===== config.mk =====
export PLATFORM = sky130hd
export DESIGN_NAME = cpg_cordic_cell
export DESIGN_NICKNAME = d
export VERILOG_FILES = /design/src/hw/rtl/cpg_pkg.sv /design/src/hw/rtl/cpg_cordic_cell.sv
export SDC_FILE = /design/constraint.sdc
export NUM_CORES = 1
export LEC_CHECK = 0
export BUFFER_PORTS_ARGS = -buffer_cell sky130_fd_sc_hd__buf_4
export CAP_MARGIN = 20
export CORE_MARGIN = 4
export CORE_UTILIZATION = 45
export CTS_BUF_LIST = sky130_fd_sc_hd__clkbuf_16
export DETAILED_ROUTE_END_ITERATION = 7
export GPL_TIMING_DRIVEN = 0
export HOLD_SLACK_MARGIN = 0.08
export PLACE_DENSITY = 0.72
export SLEW_MARGIN = 20
export SYNTH_ARGS = -nofsm -noshare
export SYNTH_HDL_FRONTEND = slang
export SYNTH_SLANG_ARGS = --single-unit

===== constraint.sdc =====
create_clock -name clock -period 13.3 [get_ports clock]
set_input_delay 2.66 -clock clock [delete_from_list [all_inputs] [get_ports clock]]
set_output_delay 2.66 -clock clock [all_outputs]
set_load 0.03 [all_outputs]

===== src/hw/rtl/cpg_pkg.sv =====
// ----------------------------------------------------------------------------
// cpg_pkg: shared types and constants of the clothoid point generator
// Payload words, unit request bundles, state codes and the cordic angle table.
// ----------------------------------------------------------------------------
package cpg_pkg;

   localparam int unsigned POS_FRAC_BITS = 20;
   localparam int unsigned CSR_INDEX_W = 3;
   localparam int unsigned CSR_DATA_W = 48;

   localparam logic CMD_LOAD = 1'b0;
   localparam logic CMD_STEP = 1'b1;

   localparam logic [CSR_INDEX_W-1:0] CSR_SAMPLE_STEP = 3'd0;
   localparam logic [CSR_INDEX_W-1:0] CSR_OFFSET_X    = 3'd1;
   localparam logic [CSR_INDEX_W-1:0] CSR_OFFSET_Y    = 3'd2;
   localparam logic [CSR_INDEX_W-1:0] CSR_OFFSET_Z    = 3'd3;

   localparam logic [20:0] STEP_RESET = 21'd1049;
   localparam logic [63:0] TURN_PER_RAD = 64'h28BE60DB9391054A;
   localparam logic [63:0] CORDIC_GAIN = 64'd700114967507363238;

   typedef struct packed {
      logic               command;
      logic signed [31:0] heading;
      logic signed [47:0] curvature;
      logic signed [47:0] curvature_rate;
      logic signed [47:0] start_x;
      logic signed [47:0] start_y;
      logic signed [47:0] start_z;
      logic signed [31:0] grade;
      logic signed [47:0] grade_rate;
      logic        [35:0] segment_length;
   } req_payload_type;

   typedef struct packed {
      logic signed [47:0] point_x;
      logic signed [47:0] point_y;
      logic signed [47:0] point_z;
      logic        [35:0] sample_index;
      logic               last;
   } rsp_payload_type;

   typedef struct packed {
      logic        start;
      logic [63:0] a;
      logic [63:0] b;
      logic [6:0]  shift;
   } mul_req_type;

   typedef struct packed {
      logic        start;
      logic [35:0] dividend;
      logic [20:0] divisor;
   } div_req_type;

   typedef struct packed {
      logic        valid;
      logic [63:0] x;
      logic [63:0] y;
      logic [63:0] z;
   } cordic_type;

   typedef enum logic [2:0] {
      ST_IDLE,
      ST_DIVIDE,
      ST_MUL_ISSUE,
      ST_MUL_WAIT,
      ST_ROTATE,
      ST_EMIT
   } state_type;

   typedef enum logic [3:0] {
      PH_S,
      PH_Q,
      PH_T1,
      PH_T2,
      PH_G1,
      PH_G2,
      PH_TURN,
      PH_RAD,
      PH_COS,
      PH_SIN
   } phase_type;

   // truncated series of atan(2^-n) in q60
   function automatic logic [63:0] atan_series(input int unsigned n);
      logic [63:0] sum;
      logic [63:0] term;
      int unsigned e;
      sum = '0;
      for (int unsigned k = 0; k < 32; k++) begin
         e = n * (2 * k + 1);
         if (e <= 60) begin
            term = (64'd1 << (60 - e)) / 64'(2 * k + 1);
            if (k[0]) sum = sum - term;
            else sum = sum + term;
         end
      end
      return sum;
   endfunction

   function automatic logic [63:0] atan_third();
      logic [63:0] sum;
      logic [63:0] p;
      logic [63:0] term;
      sum = '0;
      p = (64'd1 << 60) / 64'd3;
      for (int unsigned k = 0; k < 40; k++) begin
         if (p != 64'd0) begin
            term = p / 64'(2 * k + 1);
            if (k[0]) sum = sum - term;
            else sum = sum + term;
            p = p / 64'd9;
         end
      end
      return sum;
   endfunction

   function automatic logic [63:0] atan_q60(input int unsigned idx);
      logic [63:0] v;
      if (idx == 0) v = atan_series(1) + atan_third();
      else v = atan_series(idx);
      return v;
   endfunction

   localparam logic [63:0] RAD_SCALE = atan_q60(0) << 3;

endpackage


===== src/hw/rtl/cpg_cordic_cell.sv =====
// ----------------------------------------------------------------------------
// cpg_cordic_cell: one rotation step of the cordic chain
// Turns x/y by atan(2^-STAGE) toward z = 0 and hands the word on.
// ----------------------------------------------------------------------------
module cpg_cordic_cell #(
   parameter int unsigned STAGE = 0
) (
   input  logic               clock,
   input  logic               reset,
   input  cpg_pkg::cordic_type cell_in,
   output cpg_pkg::cordic_type cell_out
);

   localparam logic [63:0] ANGLE = cpg_pkg::atan_q60(STAGE);

   cpg_pkg::cordic_type cell_ff;
   logic [63:0] xs;
   logic [63:0] ys;

   assign xs = $signed(cell_in.x) >>> STAGE;
   assign ys = $signed(cell_in.y) >>> STAGE;

   always_ff @(posedge clock) begin
      if (reset) begin
         cell_ff.valid <= 1'b0;
      end else begin
         cell_ff.valid <= cell_in.valid;
      end
   end

   always_ff @(posedge clock) begin
      if (!cell_in.z[63]) begin
         cell_ff.x <= cell_in.x - ys;
         cell_ff.y <= cell_in.y + xs;
         cell_ff.z <= cell_in.z - ANGLE;
      end else begin
         cell_ff.x <= cell_in.x + ys;
         cell_ff.y <= cell_in.y - xs;
         cell_ff.z <= cell_in.z + ANGLE;
      end
   end

   assign cell_out = cell_ff;

endmodule


# After elaboration in Yosys (flattened, before gate mapping)

Cells that the tools add are included.

Register bits after elaboration: 193
Output and inout port bits: 193

Multiplexer cells: 1
Add/sub/neg operators: 5

Operators by type and width:

| cell                   | count |
|---|---|
| $mux 192               | 1 |
| $sub 64x64->64         | 2 |
| $add 64x60->64 const B | 1 |
| $add 64x64->64         | 1 |
| $sub 64x60->64 const B | 1 |

# Logic depth before layout (Yosys ltp)

Word-level depth: 2
Depth in mapped cells: 16
Mapped depth without buffers: 14

# Least setup slack after synthesis

OpenSTA, ideal clock, no wires.

Path kind: input port to flip-flop
From: in cell_in[63] in the netlist's numbering
To: reg cell_ff (netlist bit cell_out[63])
Arrival: 6.824 ns
Path slack: 6.381 ns
Stages: 16
Path through: inv_2 clkbuf_1 buf_1 ha_1 buf_2 a21o_1 o21bai_1 a221o_1 a2111oi_1 nor4_1 nor2_1 o31ai_2 a31oi_2 o21ai_1 a21o_1 a221oi_1

Longest elaborated chain between the ends: 2
Elaborated cells between the ends (all ways): 3

RTL lines:

| element                                                 | RTL line                                     | text |
|---|---|---|
| start, declared                                         | cpg_cordic_cell.sv:10                        | `input cpg_pkg::cordic_type cell_in,` |
| $sub 64x60->64 / $add 64x60->64 (equally long branches) | cpg_cordic_cell.sv:35, cpg_cordic_cell.sv:39 |  |
| $mux 192 (*)                                            | cpg_cordic_cell.sv:32                        | `if (!cell_in.z[63]) begin` |
| end, declared                                           | cpg_cordic_cell.sv:16                        | `cpg_pkg::cordic_type cell_ff;` |

Every way passes the cells marked *; elsewhere a longest branch is shown, timed or not.
A chain may end at the register's enable or synchronous reset.

# Worst setup path after layout

Ends and elaborated chain as after synthesis.

==> impl_results.html <==
<table>
<tr><th>Metric</th><th>Value</th></tr>
<tr><th colspan="2">Placement</th></tr>
<tr><td>IO Port Bufs</td><td>387</td></tr>
<tr><td>Routability cong.</td><td>1.03</td></tr>
<tr><td>Post-detailed-placement cell area</td><td>23300 um2</td></tr>
<tr><td>DP HPWL</td><td>71.2 mm</td></tr>
<tr><td>Worst slack, placed</td><td>4.81 ns</td></tr>
<tr><th colspan="2">Hold path</th></tr>
<tr><td>Worst hold-check path type</td><td>primary input to register</td></tr>
<tr><td>Hold path depth</td><td>1</td></tr>
<tr><th colspan="2">Detailed routing</th></tr>
<tr><td>Met3 wire len</td><td>8.02 mm</td></tr>
<tr><td>Via count</td><td>22246</td></tr>
<tr><td>Aggregate routed wire length</td><td>86.8 mm</td></tr>
<tr><td>Antenna viol nets, final</td><td>0</td></tr>
<tr><td>Routed length per placed instance</td><td>23.9 um</td></tr>
<tr><td>Met1 Wirelength</td><td>36.0 mm</td></tr>
<tr><td>Initial DRC count</td><td>2809</td></tr>
<tr><td>1st-pass router iterations</td><td>5</td></tr>
<tr><td>Top Layer Used</td><td>met4</td></tr>
<tr><td>Wire length on met2</td><td>39.7 mm</td></tr>
<tr><td>Vias/cell</td><td>6.14</td></tr>
<tr><td>DRC violations left</td><td>0</td></tr>
<tr><th colspan="2">Global route</th></tr>
<tr><td>Total GRT Usage</td><td>35.2%</td></tr>
<tr><td>Grt ovf</td><td>0</td></tr>
<tr><td>Initial antenna violation count</td><td>2</td></tr>
<tr><td>Global-route wire length before repair</td><td>128 mm</td></tr>
<tr><td>Pin count of the biggest net entering global routing</td><td>30</td></tr>
<tr><td>Number of global-route vias before repair</td><td>21368</td></tr>
<tr><th colspan="2">Finish</th></tr>
<tr><td>Layout filler cell count</td><td>4164</td></tr>
<tr><td>Area taken by multi-input logic gates</td><td>14500 um2</td></tr>
<tr><td>Commonest non-fill, non-tap cell in the layout</td><td>sky130_fd_sc_hd__buf_4</td></tr>
<tr><td>Fin area</td><td>23900 um2</td></tr>
<tr><td>Flip-flop count of the largest register, all copies and words added</td><td>192</td></tr>
<tr><td>Leading cell types in the layout, fill and taps excluded</td><td>389 x sky130_fd_sc_hd__buf_4, 345 x sky130_fd_sc_hd__a21oi_1, 251 x sky130_fd_sc_hd__ha_1</td></tr>
<tr><td>Number of nets in the finished design</td><td>3477</td></tr>
<tr><td>Share of layout cells above drive strength 1</td><td>16.3%</td></tr>
<tr><td>Finished Core Util</td><td>55.5%</td></tr>
<tr><td>Synthesis-to-layout area growth</td><td>21.9%</td></tr>
<tr><td>Storage cell area</td><td>3840 um2</td></tr>
<tr><th colspan="2">STA</th></tr>
<tr><td>Worst setup slack after layout</td><td>5.14 ns</td></tr>
<tr><td>RSZ-0062 raised after global routing</td><td>false</td></tr>
<tr><td>Final clock period utilization by the worst path</td><td>61.3%</td></tr>
<tr><td>Slew margin rel.</td><td>19.5%</td></tr>
<tr><td>Post-route setup TNS</td><td>0 ns</td></tr>
<tr><td>Maximum clock rate</td><td>123 MHz</td></tr>
<tr><td>Final worst hold slack</td><td>2.26 ns</td></tr>
<tr><td>Final count of negative-setup-slack endpoints</td><td>0</td></tr>
<tr><td>Total count of max-transition violations in the final report</td><td>0</td></tr>
<tr><td>Hold Vio Cnt, Final</td><td>0</td></tr>
<tr><td>Time the worst path needs with I/O delays and setup</td><td>8.16 ns</td></tr>
<tr><td>Slew at the pin with the worst max-slew slack</td><td>1.21 ns</td></tr>
<tr><th colspan="2">Yosys</th></tr>
<tr><td>Number of distinct library cells after synthesis</td><td>92</td></tr>
<tr><td>Portion of the post-synthesis area used by sequential elements</td><td>19.6%</td></tr>
<tr><td>Main area contributors after synthesis</td><td>sky130_fd_sc_hd__dfxtp_1 20%, sky130_fd_sc_hd__ha_1 16%, sky130_fd_sc_hd__a21oi_1 8.8%</td></tr>
<tr><td>Share of flip-flops with an asynchronous set or reset</td><td>0%</td></tr>
<tr><td>Cell type with the largest total area after synthesis</td><td>sky130_fd_sc_hd__dfxtp_1</td></tr>
<tr><td>Synthesized cell area</td><td>19600 um2</td></tr>
<tr><td>Syn Area/Cell</td><td>7.48 um2</td></tr>
<tr><td>Count of flip-flops with a built-in enable after synthesis</td><td>0</td></tr>
<tr><td>Gate count of the mapped netlist</td><td>2620</td></tr>
<tr><td>Nets in the synthesized netlist</td><td>3070</td></tr>
<tr><td>Yosys top cell area share</td><td>19.6%</td></tr>
<tr><td>Primary flip-flop cell chosen by synthesis mapping</td><td>sky130_fd_sc_hd__dfxtp_1</td></tr>
<tr><td>Synthesis-stage register bit count</td><td>192</td></tr>
<tr><td>Total of warnings raised by yosys</td><td>0</td></tr>
<tr><th colspan="2">Floorplan</th></tr>
<tr><td># IOs</td><td>388</td></tr>
<tr><td>Height of the die</td><td>217 um</td></tr>
<tr><td>Number of placement rows</td><td>76</td></tr>
<tr><td>Floorplan core area</td><td>43100 um2</td></tr>
<tr><td>Chip width</td><td>217 um</td></tr>
<tr><td>Starting Density</td><td>45.5%</td></tr>
<tr><td>DIE AREA</td><td>47000 um2</td></tr>
<tr><th colspan="2">CTS</th></tr>
<tr><td>Clock edge transition at the registers on the reported setup and hold paths</td><td>0.08 ns</td></tr>
<tr><td>Total CTS buffers</td><td>17</td></tr>
<tr><td>Number of buffers between clock root and the deepest sink</td><td>2</td></tr>
<tr><td>CTS tree</td><td>built</td></tr>
<tr><td>Post-CTS Setup Repair Bufs</td><td>0</td></tr>
<tr><td>Hold_buf cts</td><td>0</td></tr>
<tr><td>H-tree levels</td><td>4</td></tr>
<tr><td>Total number of clock tree sinks</td><td>192</td></tr>
<tr><td>Root Driver</td><td>sky130_fd_sc_hd__clkbuf_16</td></tr>
<tr><td>Post-cts sizing count</td><td>0</td></tr>
<tr><th colspan="2">Power and ir drop</th></tr>
<tr><td>Worst IR drop on VDD</td><td>0.0836 mV</td></tr>
<tr><td>Static power due to leakage</td><td>0.0109 uW</td></tr>
<tr><td>Power Dens Cells</td><td>117 nW/um2</td></tr>
<tr><th colspan="2">Worst setup path</th></tr>
<tr><td>Highest fanout seen on the critical path</td><td>29</td></tr>
<tr><td>WP data arrival</td><td>8.56 ns</td></tr>
<tr><td>Required time reported for the critical path endpoint</td><td>13.70 ns</td></tr>
<tr><td>Path type of the worst setup path</td><td>primary input to register</td></tr>
<tr><td>Setup crit start kind</td><td>primary input</td></tr>
<tr><td>Element type at the critical path end</td><td>register</td></tr>
<tr><th colspan="2">Status</th></tr>
<tr><td>Outcome</td><td>finished, final reports clean</td></tr>
<tr><th colspan="2">Job</th></tr>
<tr><td>Count of max-cap constraint violations</td><td>0</td></tr>
</table>
synthesized netlist by cell type (5+ instances only):
| library cell | count |
|---|---|
| sky130_fd_sc_hd__a211o_1 | 7 |
| sky130_fd_sc_hd__a211oi_1 | 37 |
| sky130_fd_sc_hd__a21boi_0 | 11 |
| sky130_fd_sc_hd__a21o_1 | 72 |
| sky130_fd_sc_hd__a21oi_1 | 345 |
| sky130_fd_sc_hd__a221o_1 | 13 |
| sky130_fd_sc_hd__a221oi_1 | 11 |
| sky130_fd_sc_hd__a311oi_1 | 8 |
| sky130_fd_sc_hd__a31o_2 | 5 |
| sky130_fd_sc_hd__a31oi_1 | 20 |
| sky130_fd_sc_hd__and2_1 | 11 |
| sky130_fd_sc_hd__and3_1 | 10 |
| sky130_fd_sc_hd__buf_1 | 13 |
| sky130_fd_sc_hd__buf_2 | 17 |
| sky130_fd_sc_hd__clkbuf_1 | 82 |
| sky130_fd_sc_hd__clkinv_1 | 14 |
| sky130_fd_sc_hd__dfxtp_1 | 192 |
| sky130_fd_sc_hd__ha_1 | 251 |
| sky130_fd_sc_hd__inv_1 | 202 |
| sky130_fd_sc_hd__mux2i_1 | 38 |
| sky130_fd_sc_hd__nand2_1 | 151 |
| sky130_fd_sc_hd__nand2b_1 | 20 |
| sky130_fd_sc_hd__nand3_1 | 48 |
| sky130_fd_sc_hd__nand4_1 | 60 |
| sky130_fd_sc_hd__nor2_1 | 222 |
| sky130_fd_sc_hd__nor2b_1 | 26 |
| sky130_fd_sc_hd__nor3_1 | 43 |
| sky130_fd_sc_hd__nor4_1 | 27 |
| sky130_fd_sc_hd__o211ai_1 | 21 |
| sky130_fd_sc_hd__o21a_1 | 31 |
| sky130_fd_sc_hd__o21ai_0 | 171 |
| sky130_fd_sc_hd__o21ai_1 | 8 |
| sky130_fd_sc_hd__o21bai_1 | 83 |
| sky130_fd_sc_hd__o221ai_1 | 10 |
| sky130_fd_sc_hd__o311a_1 | 5 |
| sky130_fd_sc_hd__o311ai_0 | 6 |
| sky130_fd_sc_hd__o31a_1 | 11 |
| sky130_fd_sc_hd__o31ai_1 | 23 |
| sky130_fd_sc_hd__or2_2 | 14 |
| sky130_fd_sc_hd__or3_1 | 9 |
| sky130_fd_sc_hd__or4_1 | 5 |
| sky130_fd_sc_hd__xnor2_1 | 157 |
| sky130_fd_sc_hd__xor2_1 | 24 |
path summary, 6_finish.rpt:
| path | startpoint | endpoint | slack (ns) |
|---|---|---|---|
| max | cell_in[63] | cell_out[63]$_DFF_P_ | 5.14 |
| min | cell_in[0] | cell_out[0]$_DFF_P_ | 2.26 |
critical path, cell delays in order:
cell and delay [ns]:
sky130_fd_sc_hd__buf_4 0.25, sky130_fd_sc_hd__inv_2 0.21, sky130_fd_sc_hd__clkbuf_1 0.85, sky130_fd_sc_hd__buf_2 0.76, sky130_fd_sc_hd__buf_12 0.28, sky130_fd_sc_hd__ha_1 0.26
sky130_fd_sc_hd__buf_2 0.17, sky130_fd_sc_hd__a21o_1 0.22, sky130_fd_sc_hd__o21bai_1 0.15, sky130_fd_sc_hd__a221o_1 0.35, sky130_fd_sc_hd__a2111oi_1 0.74, sky130_fd_sc_hd__nor4_1 0.13
sky130_fd_sc_hd__nor2_1 0.29, sky130_fd_sc_hd__o31ai_2 0.16, sky130_fd_sc_hd__a31oi_2 0.34, sky130_fd_sc_hd__o21ai_1 0.14, sky130_fd_sc_hd__a21o_1 0.22, sky130_fd_sc_hd__a221oi_1 0.31
routing by layer:
metal | global-route usage [%] | vias up
met5 | 0 | -
met4 | 12.1 | 0
met3 | 6.46 | 204
met2 | 58.0 | 1318
met1 | 46.5 | 10517
li1 | - | 10207
logic make-up (layout without fill, tap and decap cells):
kind of cell | Yosys count | after routing | share of synthesized area, %
and+or+nand+nor | 662 | 662 | 16.1
other | 0 | 1 | 0
xor gates and xnor gates | 181 | 181 | 8.08
DFF | 192 | 192 | 19.6
buffers and inverters | 334 | 754 | 6.58
adders and majority gates | 255 | 255 | 16.4
AOI/OAI and AO/OA | 957 | 957 | 31.3
muxes | 39 | 39 | 2.00
where the power goes:
part / internal (uW) / switching (uW) / total, uW
combinational: 510 / 960 / 1470
clock: 271 / 287 / 558
sequential: 715 / 49.1 / 764
per-stage QoR:
step                std cells  power (uW)
CTS                      3625        2780
floorplan                2620        1660
global placement         3592        2210
finish                   3626        2790
detailed placement       3593        2210
global route             3625        2910
cell type report:
class / instances / share of cell area [%]
repair buffers: 388 / 12.2
diodes: 1 / 0.0105
clock buffers: 17 / 1.78
flip-flops and latches: 192 / 16.1
plain buffers: 115 / 1.98
clock inverters: 15 / 0.790
well taps: 585 / 3.06
inverters: 219 / 3.44
multi-input cells: 2094 / 60.6
No activity file was read; power rests on OpenSTA's default activity.
