### src/hw/rtl/cpg_pkg.sv
// ----------------------------------------------------------------------------
// cpg_pkg: shared types and constants of the clothoid point generator
// Payload words, unit request bundles, state codes and the cordic angle table.
// ----------------------------------------------------------------------------
package cpg_pkg;

   localparam int unsigned POS_FRAC_BITS = 20;
   localparam int unsigned CSR_INDEX_W = 3;
   localparam int unsigned CSR_DATA_W = 48;

   localparam logic CMD_LOAD = 1'b0;
   localparam logic CMD_STEP = 1'b1;

   localparam logic [CSR_INDEX_W-1:0] CSR_SAMPLE_STEP = 3'd0;
   localparam logic [CSR_INDEX_W-1:0] CSR_OFFSET_X    = 3'd1;
   localparam logic [CSR_INDEX_W-1:0] CSR_OFFSET_Y    = 3'd2;
   localparam logic [CSR_INDEX_W-1:0] CSR_OFFSET_Z    = 3'd3;

   localparam logic [20:0] STEP_RESET = 21'd1049;
   localparam logic [63:0] TURN_PER_RAD = 64'h28BE60DB9391054A;
   localparam logic [63:0] CORDIC_GAIN = 64'd700114967507363238;

   typedef struct packed {
      logic               command;
      logic signed [31:0] heading;
      logic signed [47:0] curvature;
      logic signed [47:0] curvature_rate;
      logic signed [47:0] start_x;
      logic signed [47:0] start_y;
      logic signed [47:0] start_z;
      logic signed [31:0] grade;
      logic signed [47:0] grade_rate;
      logic        [35:0] segment_length;
   } req_payload_type;

   typedef struct packed {
      logic signed [47:0] point_x;
      logic signed [47:0] point_y;
      logic signed [47:0] point_z;
      logic        [35:0] sample_index;
      logic               last;
   } rsp_payload_type;

   typedef struct packed {
      logic        start;
      logic [63:0] a;
      logic [63:0] b;
      logic [6:0]  shift;
   } mul_req_type;

   typedef struct packed {
      logic        start;
      logic [35:0] dividend;
      logic [20:0] divisor;
   } div_req_type;

   typedef struct packed {
      logic        valid;
      logic [63:0] x;
      logic [63:0] y;
      logic [63:0] z;
   } cordic_type;

   typedef enum logic [2:0] {
      ST_IDLE,
      ST_DIVIDE,
      ST_MUL_ISSUE,
      ST_MUL_WAIT,
      ST_ROTATE,
      ST_EMIT
   } state_type;

   typedef enum logic [3:0] {
      PH_S,
      PH_Q,
      PH_T1,
      PH_T2,
      PH_G1,
      PH_G2,
      PH_TURN,
      PH_RAD,
      PH_COS,
      PH_SIN
   } phase_type;

   // truncated series of atan(2^-n) in q60
   function automatic logic [63:0] atan_series(input int unsigned n);
      logic [63:0] sum;
      logic [63:0] term;
      int unsigned e;
      sum = '0;
      for (int unsigned k = 0; k < 32; k++) begin
         e = n * (2 * k + 1);
         if (e <= 60) begin
            term = (64'd1 << (60 - e)) / 64'(2 * k + 1);
            if (k[0]) sum = sum - term;
            else sum = sum + term;
         end
      end
      return sum;
   endfunction

   function automatic logic [63:0] atan_third();
      logic [63:0] sum;
      logic [63:0] p;
      logic [63:0] term;
      sum = '0;
      p = (64'd1 << 60) / 64'd3;
      for (int unsigned k = 0; k < 40; k++) begin
         if (p != 64'd0) begin
            term = p / 64'(2 * k + 1);
            if (k[0]) sum = sum - term;
            else sum = sum + term;
            p = p / 64'd9;
         end
      end
      return sum;
   endfunction

   function automatic logic [63:0] atan_q60(input int unsigned idx);
      logic [63:0] v;
      if (idx == 0) v = atan_series(1) + atan_third();
      else v = atan_series(idx);
      return v;
   endfunction

   localparam logic [63:0] RAD_SCALE = atan_q60(0) << 3;

endpackage

### src/hw/rtl/cpg_div.sv
// ----------------------------------------------------------------------------
// cpg_div: sample count divider
// Restoring division of the segment length by the step, one bit a cycle.
// ----------------------------------------------------------------------------
module cpg_div (
   input  logic                clock,
   input  logic                reset,
   input  cpg_pkg::div_req_type div_req,
   output logic                div_done,
   output logic [35:0]         div_quo
);

   logic [35:0] dvd_ff;
   logic [20:0] dsr_ff;
   logic [20:0] rem_ff;
   logic [35:0] quo_ff;
   logic [5:0]  cnt_ff;
   logic        busy_ff;
   logic        done_ff;
   logic [21:0] rem_sh;
   logic        ge;
   logic [21:0] rem_sub;

   assign rem_sh = {rem_ff, dvd_ff[35]};
   assign ge = rem_sh >= {1'b0, dsr_ff};
   assign rem_sub = rem_sh - {1'b0, dsr_ff};

   always_ff @(posedge clock) begin
      if (reset) begin
         busy_ff <= 1'b0;
         done_ff <= 1'b0;
         cnt_ff <= 6'd0;
      end else begin
         done_ff <= busy_ff && (cnt_ff == 6'd35);
         if (div_req.start) begin
            busy_ff <= 1'b1;
            cnt_ff <= 6'd0;
         end else if (busy_ff) begin
            cnt_ff <= cnt_ff + 6'd1;
            if (cnt_ff == 6'd35) busy_ff <= 1'b0;
         end
      end
   end

   always_ff @(posedge clock) begin
      if (div_req.start) begin
         dvd_ff <= div_req.dividend;
         dsr_ff <= div_req.divisor;
         rem_ff <= '0;
         quo_ff <= '0;
      end else if (busy_ff) begin
         rem_ff <= ge ? rem_sub[20:0] : rem_sh[20:0];
         quo_ff <= {quo_ff[34:0], ge};
         dvd_ff <= {dvd_ff[34:0], 1'b0};
      end
   end

   assign div_done = done_ff;
   assign div_quo = quo_ff;

endmodule

### config.mk
export PLATFORM = sky130hd
export DESIGN_NAME = cpg_div
export DESIGN_NICKNAME = d
export VERILOG_FILES = /design/src/hw/rtl/cpg_pkg.sv /design/src/hw/rtl/cpg_div.sv
export SDC_FILE = /design/constraint.sdc
export NUM_CORES = 1
export LEC_CHECK = 0
export ABC_AREA = 1
export BUFFER_PORTS_ARGS = -buffer_cell sky130_fd_sc_hd__buf_2
export CORE_MARGIN = 8
export CORE_UTILIZATION = 57
export DETAILED_ROUTE_END_ITERATION = 6
export GPL_TIMING_DRIVEN = 0
export PLACE_DENSITY = 0.87
export SLEW_MARGIN = 10
export SYNTH_ARGS = -nofsm -noshare
export SYNTH_HDL_FRONTEND = slang
export SYNTH_SLANG_ARGS = --single-unit
export TNS_END_PERCENT = 5
### constraint.sdc
create_clock -name clock -period 3.4 [get_ports clock]
set_clock_uncertainty 0.15 [all_clocks]
set_input_delay 0.17 -clock clock [delete_from_list [all_inputs] [get_ports clock]]
set_output_delay 0.17 -clock clock [all_outputs]
set_load 0.005 [all_outputs]
Word-level counts from Yosys, hierarchy flattened
Cells that the tools add are included.
Cells by class
  $add $sub $neg: 2
  magnitude comparators: 1
  equal/unequal tests: 1
  mux-type cells: 6
  reductions and logical operators: 3
Operators by type and width (number)
  $mux 36: 2
  $ge 22x21->1: 1
  $mux 21: 1
  $sub 21x21->21: 1
  $add 6x1->6 const B: 1
  $eq 6x6->1 const B: 1
  $mux 1: 3
  $reduce_bool 2->1: 1
  $reduce_or 2->1: 1
  $logic_and 1x1->1: 1
Storage, ports and cells
  register bits after elaboration: 122
  bits of input ports: 60
  output and inout port bits: 37
  word-level logic and storage cells: 20

Depth between registers and ports, before layout
Gate-level depths: netlist of run 1.
  depth after elaboration: 4
  gate-level depth with buffers: 16
  mapped depth without buffers: 16

Worst setup path before layout of run 1
Ideal clock, no wire load.
  path kind: register to register
  start: reg busy_ff
  end: reg dvd_ff[0] (enable)
  library setup time: 0.415 ns
  arrival: 1.840 ns
  data required time: 2.835 ns
  path slack: 0.995 ns
  stages on the path, launching flop included: 4
  path buffers: 1
  clock period less this slack: 2.405 ns
  cells stage by stage: dfxtp_1 inv_2 nand2_1 clkbuf_1
Between the ends
  cells in the longest elaborated chain, start to end: 1
RTL lines
  start: declaration: RTL line cpg_div.sv:18  | logic busy_ff;
  start signal: assignment: RTL line cpg_div.sv:30  | busy_ff <= 1'b0;
  start signal: assignment: RTL line cpg_div.sv:36  | busy_ff <= 1'b1;
  start signal: assignment: RTL line cpg_div.sv:40  | if (cnt_ff == 6'd35) busy_ff <= 1'b0;
  $reduce_bool 2->1 (no source line)
  end signal: assignment: RTL line cpg_div.sv:47  | dvd_ff <= div_req.dividend;
  end signal: assignment: RTL line cpg_div.sv:54  | dvd_ff <= {dvd_ff[34:0], 1'b0};
  end: declaration: RTL line cpg_div.sv:13  | logic [35:0] dvd_ff;
Every way passes these cells.
A chain may end at the register's enable or synchronous reset.

Worst setup path after layout of run 1
  start: reg dvd_ff[35]
  end: reg rem_ff[3]
Between the ends
  cells in the longest elaborated chain, start to end: 2
  elaborated cells on any way between the ends: 3
  classes of those cells: 1 x add/sub; 1 x order compare; 1 x mux
RTL lines
  $sub 21x21->21 or $ge 22x21->1 (tied branches): RTL line cpg_div.sv:26, cpg_div.sv:25
  $mux 21 *: RTL line cpg_div.sv:52  | rem_ff <= ge ? rem_sub[20:0] : rem_sh[20:0];
  end signal: assignment: RTL line cpg_div.sv:52
  end: declaration: RTL line cpg_div.sv:15  | logic [20:0] rem_ff;
Mark *: on every way between the ends. The rest lies on a longest branch, timed or not.

==> results of run 1 <==
[what timing repair did]
item	4_1_cts	5_1_grt
hold endpoints to repair	65	0
hold buffers	58	0
endpoints found under the setup margin	0	0
[worst max-delay path: cells and delay by family (launching register included)]
family                   cells  cell delay [ns]
buffers and inverters        4             0.46
adder cells (fa/ha/maj)      2             0.62
flip-flops                   1             0.36
AND/OR/NAND/NOR              8             0.83
[power by group through the flow]
| stage | Clock [uW] | Combinational [uW] | Sequential, uW |
|---|---|---|---|
| final | 1700 | 391 | 1650 |
| after global routing | 1750 | 424 | 1650 |
| after CTS | 1640 | 365 | 1640 |
| after detailed placement | 0 | 307 | 1670 |
| after global placement | 0 | 294 | 1670 |
| after floorplan | 0 | 202 | 1660 |
[cell type report]
| cell class | instances | share of cell area (%) |
|---|---|---|
| diodes | 1 | 0.0309 |
| flip-flops and latches | 122 | 37.2 |
| repair buffers | 155 | 13.4 |
| well taps | 140 | 2.16 |
| clock buffers | 17 | 5.11 |
| multi-input cells | 533 | 32.0 |
| clock inverters | 15 | 1.54 |
| inverters | 148 | 6.86 |
| plain buffers | 27 | 1.65 |
[kinds of logic (layout without fill, tap and decap cells)]
| kind of cell | count (synthesis) | after routing | synth area share (%) |
|---|---|---|---|
| adders and majority gates | 23 | 23 | 4.69 |
| AOI/OAI and AO/OA | 60 | 60 | 5.51 |
| DFF | 122 | 122 | 47.9 |
| and+or+nand+nor | 443 | 443 | 30.0 |
| buffers and inverters | 175 | 362 | 10.9 |
| other | 0 | 1 | 0 |
| xor gates and xnor gates | 7 | 7 | 0.974 |
[through the flow]
step	util [%]	instances	instance area, um2
2_1_floorplan	-	830	6290
3_3_place_gp	64.4	1066	6950
3_5_place_dp	64.7	1067	6980
4_1_cts	75.0	1157	8100
5_1_grt	75.1	1158	8100
6_report	75.1	1158	8100
[Yosys cell counts (11+ instances only)]
| library cell | n |
|---|---|
| a21oi_1 | 16 |
| clkbuf_1 | 18 |
| dfxtp_1 | 65 |
| edfxtp_1 | 57 |
| ha_1 | 22 |
| inv_1 | 144 |
| nand2_1 | 293 |
| nand2_2 | 11 |
| nand3_1 | 54 |
| nand4_1 | 24 |
| nor2_1 | 43 |
| o22ai_1 | 33 |
[routing by layer]
layer  vias to the layer above  share of wire, %
met5                         -                 0
met4                         0               6.1
met3                       112                11
met2                       426                47
met1                      2922                36
li1                       2979                 -
[flip-flops by register name, indices dropped and copies added, names as in the netlist]
name / count
div_quo: 36
dsr_ff: 21
div_done: 1
dvd_ff: 36
rem_ff: 21
cnt_ff: 6
busy_ff: 1
[how the worst min path moves through the flow]
stage / startpoint / cells after the start / slack [ns] / to
5_1_grt: div_req[57] / 1 / 0.05 / dsr_ff[15]$_DFFE_PP_
2_1_floorplan: reset / 1 / 0.1 / div_done$_SDFF_PP0_
4_1_cts: div_req[57] / 1 / 0.02 / dsr_ff[11]$_DFFE_PP_
3_3_place_gp: div_req[13] / 1 / 0.20 / dsr_ff[13]$_DFFE_PP_
3_5_place_dp: div_req[1] / 1 / 0.20 / dsr_ff[1]$_DFFE_PP_
6_report: div_req[57] / 1 / 0.04 / dsr_ff[4]$_DFFE_PP_
==> results_dict.tcl, run 1 <==
set metrics [dict create \
    outcome "complete, but fails checks" \
    violations "DRC" \
    ys_types 34 \
    async_reset_ff_share_pct 0 \
    dp.final_hpwl_um 11600 \
    seq_area_um2 3010 \
    overflow 0 \
    grt_first_pass_wirelength_um 32400 \
    cts_made_buffers 17 \
    ys_ff_latch 122 \
    power.leakage_uw 0.00411 \
    path_cells "inv_1 > ha_1 > inv_1 > fa_1 > nand2_1 > nand3_2 > nand2_2 > nand2_2 > nand2_4 > buf_4 > nand4_1 > nand3_1 > nand2_1 > inv_1" \
    grt_max_degree 27 \
    seqPwrFrac_pct 44.0 \
    tritoncts "built" \
    grt_use_met3_pct 8.56 \
    coreArea_um2 10800 \
    drive_gt1_share_pct 15.3 \
    yosysSeqAreaShare_pct 47.9 \
    switchingPower_uw 1010 \
    dp_slack_ns 0.873 \
    netlist_area_um2 6290 \
    pwr-share-comb_pct 10.5 \
    tightestPinTransition_ns 0.616 \
    clkTransAtPathRegs_ns 0.06 \
    antenna_found_initial 1 \
    p_per_area_nw_per_um2 462 \
    yosysTopAreaCellShare_pct 27.2 \
    avgSynthCellArea_um2 7.58 \
    die_y_um 121 \
    cp-start-kind "flop" \
    cp.arrival_ns 2.81 \
    yosys.area.top_type "edfxtp_1" \
    netlist_instances 830 \
    rows 38 \
    use_met2_pct 47.2 \
    cp.required_ns 3.71 \
    track_usage_pct 28.3 \
    multiInputGateArea_um2 2590 \
    slew_viol_final 0 \
    fillers 706 \
    synthTopCellsByArea "edfxtp_1 (27%), dfxtp_1 (21%), nand2_1 (17%)" \
    reg2reg_depth 14 \
    cts_sinks 122 \
    fin_tns_setup_ns 0 \
    r2r_end "rem_ff[3]$_SDFFE_PP0P_" \
    critPathCapture "rem_ff[3]$_SDFFE_PP0P_" \
    setup_viol 0 \
    period_minus_slack_ns 2.50 \
    reg2reg_setup_slack_ns 0.90 \
    wirelength_um 20700 \
    start_util_pct 58.3 \
    fin_crit_sh_pct 73.6 \
    timing.fmax_mhz 399 \
    layout_commonest_cell "nand2_1" \
    wl_per_cell_um 17.9 \
    power_frac_clock_pct 45.5 \
    port_buffers 96 \
    internal_power_uw 2730 \
    path_class "reg -> reg" \
    grt_use_met1_pct 30.7 \
    cts_setup_buffers 0 \
    vias_per_cell 5.56 \
    drtIter0Drc 709 \
    vdd_drop_max_v 0.000505 \
    firstDrtPassIters 7 \
    power_switching_share_pct 27.0 \
    yosysWarnings 0 \
    root_buffer "clkbuf_8" \
    drtAntennaViolNets 0 \
    die_x_um 121 \
    grt_pass1_vias 6423 \
    vias 6439 \
    grt_busiest_layer "met2" \
    whs_ns 0.0419 \
    synthFlopType "dfxtp_1" \
    htree_levels 4 \
    max_stage_delay_ns 0.48 \
    nNetsFinal 1087 \
    relSlewSlack_pct 58.9 \
    clk_latency_ns 0.54 \
    io-pin-count 97 \
    maxCapViolCount 0 \
    startpoint "dvd_ff[35]$_DFFE_PP_" \
    syn-num-nets 913 \
    rsz0062_at_grt "false" \
    r2r_start "dvd_ff[35]$_DFFE_PP_" \
    gp_congestion 0.934 \
    fin_ws_ns 0.896 \
    slowest_stage "fa_1" \
    worstPathMaxFanout 10 \
    cts_resized 0 \
    power.total_uw 3740 \
    finalHoldViolations 0 \
    crit_path_end_kind "flop" \
    die_area_um2 14700 \
    drc_errors 1 \
    crit_top_cell "inv_1" \
    synth_edf_count 57 \
    clock_path_buffers 2 \
    holdCritPathClass "in -> reg" \
    synthToLayoutAreaGrowth_pct 28.7 \
    final_cell_mix "nand2_1 (293), inv_1 (144), buf_2 (97), dfxtp_1 (65), dlygate4sd3_1 (58)" \
]
Note: power is estimated with default switching activity, not from simulation.
==> run 2: changes to the inputs <==
--- a/config.mk
+++ b/config.mk
@@ -8,10 +8,10 @@
 export ABC_AREA = 1
 export BUFFER_PORTS_ARGS = -buffer_cell sky130_fd_sc_hd__buf_2
 export CORE_MARGIN = 8
-export CORE_UTILIZATION = 57
+export CORE_UTILIZATION = 52
 export DETAILED_ROUTE_END_ITERATION = 6
 export GPL_TIMING_DRIVEN = 0
-export PLACE_DENSITY = 0.87
+export PLACE_DENSITY = 0.84
 export SLEW_MARGIN = 10
 export SYNTH_ARGS = -nofsm -noshare
 export SYNTH_HDL_FRONTEND = slang
==> constraint.sdc (replaced) <==
create_clock -name clock -period 2 [get_ports clock]
set_clock_uncertainty 0.15 [all_clocks]
set_input_delay 0.1 -clock clock [delete_from_list [all_inputs] [get_ports clock]]
set_output_delay 0.1 -clock clock [all_outputs]
set_load 0.005 [all_outputs]
==> run 2 against run 1 <==
Net effect: the flow finishes with violations (setup timing); count of clock-buffer cells in the layout is 3 higher; setup slack got worse by 1.3 ns; critical path depth rose by 1; final area up 7.7%; via count increased by 4.9%; total power increased by 87%; final cell count rose by 2.3%; non-clock buffer count is 21 higher; core utilization shrank 1.8 points; hold slack worse by 0.029 ns; critical path type unchanged; highest routed layer unchanged.
==> results_dict.tcl, run 2 (synthesized netlist as in run 1, its figures left out) <==
set metrics [dict create \
    clk_latency_ns 0.43 \
    wl_per_cell_um 18.7 \
    drtIter0Drc 676 \
    cp-start-kind "flop" \
    finalHoldViolations 0 \
    rows 40 \
    outcome "complete, but fails checks" \
    p_per_area_nw_per_um2 801 \
    power.total_uw 6990 \
    crit_family "simple AND/OR/NAND/NOR gates" \
    fin_tns_setup_ns -8.26 \
    n_antenna_cell 0 \
    cts_sinks 122 \
    io-pin-count 97 \
    port_buffers 96 \
    timing.fmax_mhz 409 \
    grt_first_pass_wirelength_um 33300 \
    die_y_um 126 \
    setup_viol 22 \
    gp_congestion 0.960 \
    root_buffer "clkbuf_16" \
    dp.final_hpwl_um 11400 \
    violations "setup timing" \
    track_usage_pct 26.3 \
    firstDrtPassIters 6 \
    power.leakage_uw 0.00428 \
    wirelength_um 22100 \
    vias 6755 \
    coreArea_um2 11900 \
    clkTransAtPathRegs_ns 0.06 \
    fin_ws_ns -0.443 \
    slew_viol_final 0 \
    vdd_drop_max_v 0.000614 \
    start_util_pct 52.8 \
    vias_per_cell 5.70 \
    htree_levels 4 \
    synthToLayoutAreaGrowth_pct 38.7 \
    rsz0062_at_grt "true" \
    path_cells "inv_2 > ha_4 > inv_4 > fa_2 > nand2_2 > nand3_4 > nand2_4 > nand2_4 > nand2_8 > nand2_8 > buf_6 > nand3_1 > nand3_1 > nand2_1 > inv_1" \
    drive_gt1_share_pct 21.2 \
    antenna_found_initial 0 \
    die_area_um2 15900 \
    fin_crit_sh_pct 122 \
    multiInputGateArea_um2 2940 \
    path_class "reg -> reg" \
    cp.required_ns 2.17 \
    holdCritPathClass "in -> reg" \
    fin_area_um2 8730 \
    place_area_um2 6960 \
    crit_buf_inv 4 \
    dp_slack_ns -0.672 \
    drtAntennaViolNets 0 \
    die_x_um 126 \
    fillers 749 \
    overflow 0 \
    max_stage_delay_ns 0.39 \
    relSlewSlack_pct 55.8 \
    clock_path_buffers 2 \
    cts_made_buffers 17 \
    grt_pass1_vias 6723 \
    seq_area_um2 3010 \
    period_minus_slack_ns 2.44 \
    cp.arrival_ns 2.62 \
    final_cell_mix "nand2_1 (288), inv_1 (140), buf_2 (95), dfxtp_1 (65), dlygate4sd3_1 (58)" \
    grt_max_degree 46 \
    crit_path_end_kind "flop" \
    tightestPinTransition_ns 0.662 \
    drc_errors 0 \
    slowest_stage "fa_2" \
    worstPathMaxFanout 10 \
    layout_commonest_cell "nand2_1" \
    tritoncts "built" \
    maxCapViolCount 0 \
    nNetsFinal 1108 \
]
-- run 2: cell count changes in the layout (fill, tap and decap cells not counted), moves of 4 or more --
cell and delta:
buf_4 +20, bufinv_16 +4, nand3_1 -8, nand2_1 -5
nor2_1 -5, ha_2 +5, nand3_2 +6, ha_4 +13
ha_1 -18, inv_1 -4
-- run 2: where the power goes --
group	internal [uW]	total, uW	switching (uW)
logic	320	786	465
clock network	2210	3410	1200
registers	2750	2800	49.8
total	5280	6990	1720
-- run 2: area by class of cell --
| class | count | share of cell area (%) |
|---|---|---|
| inverters | 148 | 6.42 |
| flip-flops and latches | 122 | 34.5 |
| plain buffers | 26 | 1.59 |
| clock inverters | 12 | 2.25 |
| well taps | 147 | 2.11 |
| repair buffers | 177 | 14.4 |
| multi-input cells | 533 | 33.7 |
| clock buffers | 20 | 5.00 |
-- run 2: worst register-to-register path: stages (launching register included) --
cell and delay, ns:
edfxtp_1 0.38, inv_2 0.10, ha_4 0.15, inv_4 0.04, fa_2 0.39, nand2_2 0.15, nand3_4 0.09, nand2_4 0.11
nand2_4 0.08, nand2_8 0.10, nand2_8 0.08, buf_6 0.17, nand3_1 0.13, nand3_1 0.10, nand2_1 0.08, inv_1 0.05
-- run 2: path summary, 6_finish.rpt --
check                                               from                        to  slack, ns  depth (start not counted)
worst max-delay path                dvd_ff[35]$_DFFE_PP_   rem_ff[16]$_SDFFE_PP0P_      -0.44                         15
worst max register to register      dvd_ff[35]$_DFFE_PP_   rem_ff[16]$_SDFFE_PP0P_      -0.44                         15
worst min-delay path                         div_req[57]       dsr_ff[5]$_DFFE_PP_       0.01                          1
worst min register to register  div_quo[32]$_SDFFE_PP0P_  div_quo[33]$_SDFFE_PP0P_       0.34                          2
-- run 2: what timing repair did --
item | CTS | global route
hold buffers | 58 | 0
endpoints found under the hold margin | 65 | 0
endpoints found under the setup margin | 67 | 76
buffers inserted | 15 | 8
resized for setup | 32 | 42
pin swaps | 19 | 20
gates cloned | 1 | 0
-- run 2: through the flow --
stage          hold slack, ns  util (%)  instances
4_1_cts                0.0526      71.3       1178
6_report               0.0128      73.3       1185
3_3_place_gp            0.127      58.4       1073
2_1_floorplan          0.0268         -        830
3_5_place_dp            0.128      58.4       1073
5_1_grt                0.0333      73.3       1185
-- run 2: routing by layer --
metal  part of all wire (%)  vias up  track usage, %
li1                       -     3034               -
met1                     35     3068            27.3
met2                     48      509            44.0
met3                     11      144            9.79
met4                    6.4        0            17.3
met5                      0        -               0
==> run 3: changes to the inputs <==
--- a/config.mk
+++ b/config.mk
@@ -7,7 +7,7 @@
 export LEC_CHECK = 0
 export ABC_AREA = 1
 export BUFFER_PORTS_ARGS = -buffer_cell sky130_fd_sc_hd__buf_2
-export CORE_MARGIN = 8
+export CORE_MARGIN = 5
 export CORE_UTILIZATION = 52
 export DETAILED_ROUTE_END_ITERATION = 6
 export GPL_TIMING_DRIVEN = 0
==> run 3 against run 2 <==
Net effect: the flow still finishes with violations (setup timing); global-route usage increased by 1.2 points; sequential power about the same; highest routed layer unchanged; via count decreased by 2.0%; total power decreased by 7.3%; register-to-register slack about the same; hold slack got worse by 0.0081 ns.
==> results_dict.tcl, run 3 (synthesized netlist as in run 1, its figures left out) <==
set metrics [dict create \
    clock_path_buffers 2 \
    grt_pass1_vias 6593 \
    rsz0062_at_grt "true" \
    die_x_um 120 \
    antenna_found_initial 0 \
    io-pin-count 97 \
    fin_ws_ns -0.452 \
    dpl.cell_count 1073 \
    coreArea_um2 12000 \
    violations "setup timing" \
    vias_per_cell 5.61 \
    dp.final_hpwl_um 11000 \
    fin_crit_sh_pct 123 \
    synthToLayoutAreaGrowth_pct 34.1 \
    drtAntennaViolNets 0 \
    firstDrtPassIters 6 \
    maxCapViolCount 0 \
    grt_first_pass_wirelength_um 31500 \
    gp_congestion 0.996 \
    clkTransAtPathRegs_ns 0.06 \
    die_y_um 120 \
    vdd_drop_max_v 0.000690 \
    wirelength_um 20300 \
    period_minus_slack_ns 2.45 \
    outcome "complete, but fails checks" \
    worstPathMaxFanout 5 \
    relSlewSlack_pct 62.7 \
    drtIter0Drc 706 \
    htree_levels 4 \
    setup_viol 22 \
    path_class "reg -> reg" \
    finalHoldViolations 0 \
    rows 40 \
    cp.arrival_ns 2.68 \
    nNetsFinal 1103 \
    fin_area_um2 8440 \
    grt_max_degree 46 \
    place_area_um2 6960 \
    root_buffer "clkbuf_16" \
    power.leakage_uw 0.00420 \
    overflow 0 \
    clk_latency_ns 0.43 \
    layout_commonest_cell "nand2_1" \
    crit_path_end_kind "flop" \
    n_antenna_cell 0 \
    fin_util_pct 70.5 \
    wl_per_cell_um 17.2 \
    track_usage_pct 27.5 \
    p_per_area_nw_per_um2 768 \
    tritoncts "built" \
    vias 6623 \
    cp.required_ns 2.23 \
    whs_ns 0.00474 \
    cp-start-kind "flop" \
    timing.fmax_mhz 408 \
    final_cell_mix "nand2_1 (290), inv_1 (141), buf_2 (95), dfxtp_1 (65), dlygate4sd3_1 (58)" \
    drive_gt1_share_pct 19.2 \
    port_buffers 96 \
    slew_viol_final 0 \
    holdCritPathClass "in -> reg" \
    die_area_um2 14400 \
    drc_errors 0 \
    cts_sinks 122 \
    start_util_pct 52.6 \
    stdcell_count 1180 \
    tightestPinTransition_ns 0.560 \
    cts_made_buffers 17 \
]
-- run 3: worst max-delay path: stages (launching register included) --
cell	delay, ns
edfxtp_1	0.37
inv_2	0.10
ha_4	0.15
inv_4	0.05
fa_2	0.39
nand2_2	0.10
nand3_2	0.10
nand2_2	0.11
nand2_2	0.07
nand2_4	0.11
buf_6	0.14
buf_8	0.11
nand4_1	0.11
nand3_1	0.15
nand2_1	0.08
inv_1	0.08
-- run 3: stage by stage --
step	setup TNS [ns]	total power, uW	setup slack (ns)
after floorplan	-2.88	3170	-0.165
after global placement	-39.79	3340	-0.630
after detailed placement	-45.54	3350	-0.680
after CTS	-4.96	6360	-0.265
after global routing	-9.43	6670	-0.487
final	-7.58	6480	-0.452
-- run 3: power breakdown --
group | leakage (uW) | internal (uW) | switching (uW)
clock network | 0.000256 | 1720 | 1250
logic | 0.00285 | 279 | 432
registers | 0.00110 | 2750 | 45.0
-- run 3: repair_timing --
item / 4_1_cts / 5_1_grt
hold buffers: 58 / 0
pin swaps: 13 / 14
setup endpoints to repair: 67 / 86
cloned: 1 / 2
gates resized for setup: 14 / 33
buffers inserted: 10 / 4
hold endpoints to repair: 65 / 0
-- run 3: path summary, 6_finish.rpt --
check / endpoint / depth (start not counted) / startpoint / slack (ns)
worst max-delay path: rem_ff[11]$_SDFFE_PP0P_ / 15 / dvd_ff[35]$_DFFE_PP_ / -0.45
worst min-delay path: dsr_ff[0]$_DFFE_PP_ / 1 / div_req[57] / 0.005
worst max register to register: rem_ff[11]$_SDFFE_PP0P_ / 15 / dvd_ff[35]$_DFFE_PP_ / -0.45
worst min register to register: div_quo[32]$_SDFFE_PP0P_ / 2 / div_quo[31]$_SDFFE_PP0P_ / 0.35
-- run 3: routing by layer --
metal | up-vias | global-route usage (%) | wire [um]
met4 | 0 | 15.0 | 1250
met5 | - | 0 | 0
met2 | 425 | 46.7 | 9700
met3 | 139 | 7.92 | 1940
met1 | 3029 | 31.0 | 7460
li1 | 3030 | - | -
-- run 3: area by class of cell --
class / count / area [um2]
Timing Repair Buffer: 171 / 1250
Clock inverter: 15 / 144
Multi-Input combinational cell: 533 / 2710
Sequential cell: 122 / 3010
Fill cell: 779 / 3520
Inverter: 148 / 561
Tap cell: 147 / 184
Buffer: 27 / 155
Clock buffer: 17 / 425
